--- config.mk ---
export PLATFORM = sky130hd
export DESIGN_NAME = midi_chord_sequence_matcher
export DESIGN_NICKNAME = d
export VERILOG_FILES = /design/src/rtl/mcsm_pkg.sv /design/src/rtl/mcsm_ctrl.sv /design/src/rtl/mcsm_dp.sv /design/src/rtl/midi_chord_sequence_matcher.sv
export SDC_FILE = /design/constraint.sdc
export NUM_CORES = 2
export LEC_CHECK = 0
export BUFFER_PORTS_ARGS = -buffer_cell sky130_fd_sc_hd__buf_2
export CAP_MARGIN = 15
export CORE_MARGIN = 3
export CORE_UTILIZATION = 60
export CTS_BUF_LIST = sky130_fd_sc_hd__clkbuf_8
export DETAILED_ROUTE_END_ITERATION = 16
export GPL_TIMING_DRIVEN = 0
export PLACE_DENSITY = 0.73
export SLEW_MARGIN = 20
export SYNTH_ARGS = -nofsm -noshare
export SYNTH_HDL_FRONTEND = slang
export SYNTH_MEMORY_MAX_BITS = 65536
export SYNTH_SLANG_ARGS = --single-unit
--- constraint.sdc ---
create_clock -name clk -period 6.9 [get_ports clk]
set_clock_uncertainty 0.05 [all_clocks]
set_input_delay 0.69 -clock clk [delete_from_list [all_inputs] [get_ports clk]]
set_output_delay 0.69 -clock clk [all_outputs]
set_load 0.05 [all_outputs]
--- src/rtl/mcsm_pkg.sv ---
// Shared types, codes and size defaults for the MIDI chord sequence matcher.
// No dependencies; used by mcsm_ctrl, mcsm_dp and midi_chord_sequence_matcher.
package mcsm_pkg;

  localparam int MAX_MOMENTS_DEF            = 64;
  localparam int MAX_ACTIONS_DEF            = 256;
  localparam int MAX_ACTIONS_PER_MOMENT_DEF = 16;

  localparam int POS_W = 7;

  localparam logic [1:0] KIND_EVENT  = 2'd0;
  localparam logic [1:0] KIND_APPEND = 2'd1;
  localparam logic [1:0] KIND_CLEAR  = 2'd2;

  typedef struct packed {
    logic [1:0] kind;
    logic [6:0] note;
    logic [6:0] volume;
    logic       ends_moment;
  } in_item_t;

  typedef struct packed {
    logic             matched;
    logic [1:0]       fail_signals;
    logic             moment_done;
    logic             song_done;
    logic [POS_W-1:0] position;
    logic             load_error;
  } out_item_t;

  typedef enum logic [2:0] {
    S_IDLE,
    S_EXEC,
    S_MRD,
    S_PRIME,
    S_SCAN,
    S_DONE
  } state_t;

  typedef struct packed {
    logic accept;
    logic step;
    logic miss;
    logic hit;
    logic append;
    logic clear;
    logic emit;
  } dp_cmd_t;

  typedef struct packed {
    logic [1:0] kind;
    logic       pos_ok;
    logic       hit;
    logic       scan_end;
    logic       retried;
    logic       out_free;
  } dp_status_t;

endpackage

--- src/rtl/mcsm_ctrl.sv ---
// Sequencer for the matcher: dispatches items and steps the action scan.
// Depends on mcsm_pkg.
module mcsm_ctrl (
  input  logic                   clk,
  input  logic                   rst,
  input  logic                   in_valid,
  output logic                   in_ready,
  input  mcsm_pkg::dp_status_t   st,
  output mcsm_pkg::dp_cmd_t      cmd
);
  import mcsm_pkg::*;

  state_t state, state_next;

  always_ff @(posedge clk) begin
    if (rst) begin
      state <= S_IDLE;
    end else begin
      state <= state_next;
    end
  end

  always_comb begin
    state_next = state;
    cmd        = '0;
    in_ready   = 1'b0;
    case (state)
      S_IDLE: begin
        in_ready = !rst;
        if (in_valid && !rst) begin
          cmd.accept = 1'b1;
          state_next = S_EXEC;
        end
      end
      S_EXEC: begin
        case (st.kind)
          KIND_EVENT: begin
            state_next = S_MRD;
          end
          KIND_APPEND: begin
            cmd.append = 1'b1;
            state_next = S_DONE;
          end
          KIND_CLEAR: begin
            cmd.clear  = 1'b1;
            state_next = S_DONE;
          end
          default: begin
            state_next = S_DONE;
          end
        endcase
      end
      S_MRD: begin
        if (st.pos_ok) begin
          state_next = S_PRIME;
        end else begin
          cmd.miss   = 1'b1;
          state_next = st.retried ? S_DONE : S_MRD;
        end
      end
      S_PRIME: begin
        cmd.step   = 1'b1;
        state_next = S_SCAN;
      end
      S_SCAN: begin
        if (st.hit) begin
          cmd.hit    = 1'b1;
          state_next = S_DONE;
        end else if (st.scan_end) begin
          cmd.miss   = 1'b1;
          state_next = st.retried ? S_DONE : S_MRD;
        end else begin
          cmd.step = 1'b1;
        end
      end
      S_DONE: begin
        if (st.out_free) begin
          cmd.emit   = 1'b1;
          state_next = S_IDLE;
        end
      end
      default: begin
        state_next = S_IDLE;
      end
    endcase
  end

endmodule

--- src/rtl/mcsm_dp.sv ---
// Datapath: song tables, done marks of the current moment, scan pipeline, result register.
// Depends on mcsm_pkg; driven by mcsm_ctrl commands.
module mcsm_dp #(
  parameter int MAX_MOMENTS            = mcsm_pkg::MAX_MOMENTS_DEF,
  parameter int MAX_ACTIONS            = mcsm_pkg::MAX_ACTIONS_DEF,
  parameter int MAX_ACTIONS_PER_MOMENT = mcsm_pkg::MAX_ACTIONS_PER_MOMENT_DEF
) (
  input  logic                  clk,
  input  logic                  rst,
  input  mcsm_pkg::in_item_t    in_data,
  input  logic                  cfg_valid,
  input  logic                  cfg_data,
  input  mcsm_pkg::dp_cmd_t     cmd,
  output mcsm_pkg::dp_status_t  st,
  output logic                  out_valid,
  input  logic                  out_ready,
  output mcsm_pkg::out_item_t   out_data
);
  import mcsm_pkg::*;

  localparam int AW   = (MAX_ACTIONS > 1) ? $clog2(MAX_ACTIONS) : 1;
  localparam int ACW  = $clog2(MAX_ACTIONS + 1);
  localparam int MAW  = (MAX_MOMENTS > 1) ? $clog2(MAX_MOMENTS) : 1;
  localparam int MW   = $clog2(MAX_MOMENTS + 1);
  localparam int CW   = $clog2(MAX_ACTIONS_PER_MOMENT + 2);
  localparam int JW   = (MAX_ACTIONS_PER_MOMENT > 1) ? $clog2(MAX_ACTIONS_PER_MOMENT) : 1;
  localparam int SUMW = ((AW > CW) ? AW : CW) + 1;

  logic [6:0]    note_mem [MAX_ACTIONS];
  logic [6:0]    vol_mem  [MAX_ACTIONS];
  logic [AW-1:0] first_mem[MAX_MOMENTS];
  logic [CW-1:0] cnt_mem  [MAX_MOMENTS];

  in_item_t      item;
  logic          strict;
  logic [MW-1:0] position;
  logic [MW-1:0] moment_total;
  logic [ACW-1:0] action_total;
  logic [CW-1:0] open_size;
  logic [MAX_ACTIONS_PER_MOMENT-1:0] mask;
  logic [CW-1:0] done_cnt;
  logic [CW-1:0] rd_j;
  logic [CW-1:0] cmp_j;
  logic          cmp_v;
  logic [6:0]    act_note_q;
  logic [6:0]    act_vol_q;
  logic [AW-1:0] mom_first_q;
  logic [CW-1:0] mom_cnt_q;

  logic          r_matched;
  logic [1:0]    fails;
  logic          r_mdone;
  logic          r_sdone;
  logic          r_lerr;

  logic [AW-1:0] act_rd_addr;
  logic [JW-1:0] jidx;
  logic          vol_ok;
  logic          hit;
  logic          moment_full;
  logic [MW-1:0] pos_inc;
  logic          append_ok;
  logic [AW-1:0] first_new;
  logic [CW-1:0] open_inc;

  assign act_rd_addr = AW'(SUMW'(mom_first_q) + SUMW'(rd_j));
  assign jidx        = cmp_j[JW-1:0];
  assign vol_ok      = strict ? (item.volume == act_vol_q)
                              : ((item.volume != 7'd0) == (act_vol_q != 7'd0));
  assign hit         = cmp_v && !mask[jidx] && (item.note == act_note_q) && vol_ok;
  assign moment_full = (CW'(done_cnt + 1'b1) == mom_cnt_q);
  assign pos_inc     = MW'(position + 1'b1);
  assign append_ok   = (action_total < ACW'(MAX_ACTIONS))
                    && (open_size < CW'(MAX_ACTIONS_PER_MOMENT))
                    && (moment_total < MW'(MAX_MOMENTS));
  assign first_new   = AW'(action_total - ACW'(open_size));
  assign open_inc    = CW'(open_size + 1'b1);

  always_comb begin
    st.kind     = item.kind;
    st.pos_ok   = (position < moment_total);
    st.hit      = hit;
    st.scan_end = !cmp_v;
    st.retried  = (fails != 2'd0);
    st.out_free = !out_valid || out_ready;
  end

  always_ff @(posedge clk) begin
    if (cmd.append && append_ok) begin
      note_mem[action_total[AW-1:0]] <= item.note;
      vol_mem[action_total[AW-1:0]]  <= item.volume;
      if (item.ends_moment) begin
        first_mem[moment_total[MAW-1:0]] <= first_new;
        cnt_mem[moment_total[MAW-1:0]]   <= open_inc;
      end
    end
    act_note_q  <= note_mem[act_rd_addr];
    act_vol_q   <= vol_mem[act_rd_addr];
    mom_first_q <= first_mem[position[MAW-1:0]];
    mom_cnt_q   <= cnt_mem[position[MAW-1:0]];
  end

  always_ff @(posedge clk) begin
    if (cmd.accept) begin
      item <= in_data;
    end
    if (cmd.emit) begin
      out_data.matched      <= r_matched;
      out_data.fail_signals <= fails;
      out_data.moment_done  <= r_mdone;
      out_data.song_done    <= r_sdone;
      out_data.position     <= POS_W'(position);
      out_data.load_error   <= r_lerr;
    end
  end

  always_ff @(posedge clk) begin
    if (rst) begin
      strict       <= 1'b0;
      position     <= '0;
      moment_total <= '0;
      action_total <= '0;
      open_size    <= '0;
      mask         <= '0;
      done_cnt     <= '0;
      rd_j         <= '0;
      cmp_j        <= '0;
      cmp_v        <= 1'b0;
      r_matched    <= 1'b0;
      fails        <= 2'd0;
      r_mdone      <= 1'b0;
      r_sdone      <= 1'b0;
      r_lerr       <= 1'b0;
      out_valid    <= 1'b0;
    end else begin
      if (cfg_valid) begin
        strict <= cfg_data;
      end
      if (cmd.emit) begin
        out_valid <= 1'b1;
      end else if (out_valid && out_ready) begin
        out_valid <= 1'b0;
      end
      if (cmd.accept) begin
        r_matched <= 1'b0;
        fails     <= 2'd0;
        r_mdone   <= 1'b0;
        r_sdone   <= 1'b0;
        r_lerr    <= 1'b0;
        rd_j      <= '0;
      end
      if (cmd.step) begin
        cmp_j <= rd_j;
        cmp_v <= (rd_j < mom_cnt_q);
        rd_j  <= CW'(rd_j + 1'b1);
      end
      // miss: count the failure and restart from the first moment
      if (cmd.miss) begin
        fails    <= 2'(fails + 2'd1);
        position <= '0;
        mask     <= '0;
        done_cnt <= '0;
        rd_j     <= '0;
      end
      if (cmd.hit) begin
        r_matched <= 1'b1;
        if (moment_full) begin
          position <= pos_inc;
          mask     <= '0;
          done_cnt <= '0;
          r_mdone  <= 1'b1;
          r_sdone  <= (pos_inc == moment_total);
        end else begin
          mask[jidx] <= 1'b1;
          done_cnt   <= CW'(done_cnt + 1'b1);
        end
      end
      if (cmd.append) begin
        if (append_ok) begin
          action_total <= ACW'(action_total + 1'b1);
          if (item.ends_moment) begin
            moment_total <= MW'(moment_total + 1'b1);
            open_size    <= '0;
          end else begin
            open_size <= open_inc;
          end
        end else begin
          r_lerr <= 1'b1;
        end
      end
      if (cmd.clear) begin
        moment_total <= '0;
        action_total <= '0;
        open_size    <= '0;
        position     <= '0;
        mask         <= '0;
        done_cnt     <= '0;
      end
    end
  end

endmodule

--- src/rtl/midi_chord_sequence_matcher.sv ---
// Channel  Signals                         Direction  Payload
// in       in_valid / in_ready / in_data   input      mcsm_pkg::in_item_t
// out      out_valid / out_ready / out_data output    mcsm_pkg::out_item_t
// cfg      cfg_valid / cfg_ready / cfg_data input     strict_volume bit
//
// One item at a time. Append, clear and unused kinds pass through the execute and done
// states to the output register; an event also scans the current moment and, after a
// miss, scans once more from the first moment.
// The scan reads one stored action per cycle from the action memory.
// Synchronous reset; tables are undefined until loaded, counts and marks clear.
// A waiting result holds the next item's transfer in its final state only.
// Top level; depends on mcsm_pkg, mcsm_ctrl, mcsm_dp.
module midi_chord_sequence_matcher #(
  parameter int MAX_MOMENTS            = mcsm_pkg::MAX_MOMENTS_DEF,
  parameter int MAX_ACTIONS            = mcsm_pkg::MAX_ACTIONS_DEF,
  parameter int MAX_ACTIONS_PER_MOMENT = mcsm_pkg::MAX_ACTIONS_PER_MOMENT_DEF
) (
  input  logic                 clk,
  input  logic                 rst,
  input  logic                 in_valid,
  output logic                 in_ready,
  input  mcsm_pkg::in_item_t   in_data,
  output logic                 out_valid,
  input  logic                 out_ready,
  output mcsm_pkg::out_item_t  out_data,
  input  logic                 cfg_valid,
  output logic                 cfg_ready,
  input  logic                 cfg_data
);
  import mcsm_pkg::*;

  dp_cmd_t    cmd;
  dp_status_t st;

  assign cfg_ready = !rst;

  mcsm_ctrl u_ctrl (
    .clk      (clk),
    .rst      (rst),
    .in_valid (in_valid),
    .in_ready (in_ready),
    .st       (st),
    .cmd      (cmd)
  );

  mcsm_dp #(
    .MAX_MOMENTS            (MAX_MOMENTS),
    .MAX_ACTIONS            (MAX_ACTIONS),
    .MAX_ACTIONS_PER_MOMENT (MAX_ACTIONS_PER_MOMENT)
  ) u_dp (
    .clk       (clk),
    .rst       (rst),
    .in_data   (in_data),
    .cfg_valid (cfg_valid),
    .cfg_data  (cfg_data),
    .cmd       (cmd),
    .st        (st),
    .out_valid (out_valid),
    .out_ready (out_ready),
    .out_data  (out_data)
  );

endmodule

==> results.md <==
* Run status: finished with violations
* Failing checks: negative setup slack
* Maxcap violations at 0
* Seq cells post-synth at ~4500
* Max VDD drop at 233 uV
* Via density at 6.84
* Clk_lat worst skew at 1230 ps
* TritonCTS buffer count at 694
* Vias in the first global route at 92442
* Largest net degree at the start of global routing at 66
* Seq/Total Area, Yosys at 77.4%
* # rows at 197
* Crit path arrival time at 8040 ps
* Cell area after synthesis at 175000 sq um
* P_leak at 63.4 nW
* Die height at 546 um
* Period utilization at 102%
* FILL cells at 17158
* Initial antenna violation count at 30
* Rel. slew slack at 10.3%
* Die Area at just under 300000 sq um
* Post-synthesis mux area share at 16.4%
* Unrepaired setup endpoints after global routing: yes
* I/O pin total at 39
* DRC at 0
* Wire per inst at 36.4 um
* Syn_nets at 8127
* Final setup fails at 6
* Largest family of logic cells by synthesized area: multiplexers
* Compound-gate portion of the synthesized area at under 10%
* Simple-gate portion of the synthesized area at 2.90%
* Ys Warns at 0
* Layout area overhead at 14.3%
* Detailed Place HPWL at 347000 um
* Share of layout cells above drive strength 1 at 30.8%
* Setup TNS at -512 ps
* Initial core utilization at 60.5%
* Clock tree buffer depth at 4
* Post-synth EDFFs at 4446
* GP Congestion at 1.01
* Register clock-pin slew on the reported worst setup and hold paths at 70 ps
* Least-Margin Pin Slew at between 1000 and 1500 ps
* Final Hold Fails at 0
* Worst Hold Class: in -> reg
* Period minus WS final at ~7100 ps
* Yosys cell types at 60
* CP Launch Type: flip-flop
* Power per cell area at between 200 and 300 nW/um^2
* Cells after Synth at between 8000 and 9000
* Drt first pass iters at 9
* TritonCTS clock tree: done
* Ys async rst share at 0%
* Core Area at just under 300000 sq um
* Worst EP required at 7870 ps
* Sink Count at 4543
* First-pass GRT wire length at 695000 um
* Slew Limit Fails at 0
* Final ANT Viol Nets at 0
* Die Width at approximately 550 um
* Final Worst Setup Slack at -169 ps
* Via count at 93360
* Finished Core Util at 69.2%
* Most frequent cells in the layout: edfxtp_1, mux4_2, clkbuf_8, nand2_1, nor2_2
* H-tree depth at 6
* CP Max Fanout at 10
* Max Freq at 141 MHz
* Most common cell after layout, fill and taps aside: edfxtp_1
* CTS root buf: clkbuf_8
* Starting DRT DRC Count at around 16000
* Synthesized area per cell at between 20 and 25 sq um
* Crit path capture type: flip-flop
* XOR/XNOR share of the synthesized area at 0.295%
* Gr usage total at about a third
* Crit Path Class: reg -> reg
* GRT overflow at 0
* Final Net Count at 9273
* Synth Flop Type: edfxtp_1
* Drt total wl at 497000 um
* Port bufs at 37
* Adder-Cell Fraction of Synth Area at 0.245%
state kept, by name, summed over array words and instances, names as in the netlist, 8 cells and up:
signal             flops
u_dp.action_total      9
u_dp.mom_first_q       8
u_dp.cnt_mem         320
u_dp.vol_mem        1792
u_dp.note_mem       1792
u_dp.first_mem       512
u_dp.item             15
u_dp.mask             16
u_dp.out_data         13
metrics by stage:
stage / std cells / setup slack [ps] / hold WS, ps / cell area (sq um) / power, mW
global route: 13624 / -39.9 / 107 / 200000 / 55.9
CTS: 13619 / 7.12 / 28.7 / 200000 / 54.4
finish: 13641 / -169 / 116 / 200000 / 54.4
detailed placement: 12375 / 104 / 365 / 187000 / 34.4
global placement: 11988 / -3150 / 373 / 180000 / 34.2
floorplan: 8071 / 1080 / 358 / 175000 / 32.9
cell families (layout without fill, tap and decap cells):
kind of cell | count (synthesis) | after routing
AND/OR/NAND/NOR | 1202 | 1202
AO/OA/AOI/OAI | 377 | 377
XOR/XNOR | 59 | 59
buffers and inverters | 491 | 2162
flip-flops | 4543 | 4543
adder cells (fa/ha/maj) | 33 | 33
other | 0 | 19
multiplexers | 1366 | 1366
worst max-delay path: stages (launching register included):
cell and delay (ps):
dfxtp_1 570, ha_1 260, inv_1 60, fa_1 620, clkbuf_1 340, clkbuf_1 830, clkbuf_2 780, clkbuf_1 960
mux4_2 400, mux2i_1 80, a221oi_1 820, a211oi_1 330, nor4_1 750
layer usage:
layer,global-route usage (%),up-vias,part of all wire (%)
met5,0.593,-,0.12
li1,-,36198,-
met3,12.5,1265,15
met1,46.3,48290,35
met2,47.9,7584,44
met4,14.7,23,5.2
cell usage after synthesis, types with 6 or more instances:
cell / number / area share (%)
edfxtp_1: 4446 / 76
mux4_2: 1197 / 15
nand2_1: 533 / 1.1
nor2_1: 399 / 0.86
clkbuf_1: 291 / 0.62
mux2i_1: 169 / 0.97
buf_1: 104 / 0.22
a32oi_1: 99 / 0.50
dfxtp_1: 97 / 1.1
nand3_1: 93 / 0.27
buf_2: 62 / 0.18
a31oi_1: 50 / 0.18
a32o_1: 46 / 0.26
a21oi_1: 44 / 0.13
inv_1: 33 / 0.071
ha_1: 31 / 0.22
xor2_1: 31 / 0.16
and3_1: 29 / 0.10
nor3_1: 29 / 0.083
nand4_1: 28 / 0.10
xnor2_1: 28 / 0.14
a211oi_1: 27 / 0.12
a311oi_1: 25 / 0.13
a22oi_1: 17 / 0.073
nor2b_1: 17 / 0.061
nor4_1: 16 / 0.057
nand2b_1: 15 / 0.054
o21ai_0: 14 / 0.040
a221oi_1: 12 / 0.060
o211a_1: 11 / 0.063
or3_1: 10 / 0.036
nand3b_1: 8 / 0.034
and2_1: 6 / 0.021
nor3b_1: 6 / 0.026
report_power, final:
group          leakage (nW)  total, mW  internal [mW]  switching (mW)
logic                  15.7       3.28           1.12            2.16
registers              40.5       30.6           30.6          0.0484
clock network          7.27       20.5           9.94            10.6
total                  63.4       54.4           41.6            12.8
final timing paths:
| check | from | to | slack (ps) | depth (start not counted) |
|---|---|---|---|---|
| worst max-delay path | u_dp.rd_j[0] | u_dp.act_note_q[0] | -170 | 12 |
| worst min-delay path | in_data[12] | u_dp.item[12] | 120 | 2 |
| worst max register to register | u_dp.rd_j[0] | u_dp.act_note_q[0] | -170 | 12 |
| worst min register to register | u_dp.r_mdone | u_dp.out_data[9] | 380 | 0 |
cell type report:
| type | instances | area (sq um) | share of cell area [%] |
|---|---|---|---|
| buffer | 458 | 1950 | 0.976 |
| sequential | 4543 | 135000 | 67.7 |
| inverter | 33 | 124 | 0.0619 |
| tap | 3880 | 4850 | 2.43 |
| clock inverter | 511 | 2780 | 1.39 |
| timing repair buffer | 450 | 6290 | 3.15 |
| clock buffer | 710 | 9770 | 4.88 |
| antenna | 19 | 47.5 | 0.0238 |
| multi-input combinational | 3037 | 38800 | 19.4 |
repair_timing:
action / CTS / global route
buffers inserted: 0 / 0
setup endpoints to repair: 0 / 7
hold buffers: 23 / 0
hold endpoints to repair: 30 / 0
gates resized for setup: 0 / 20
(Power assumes the default switching activity.)
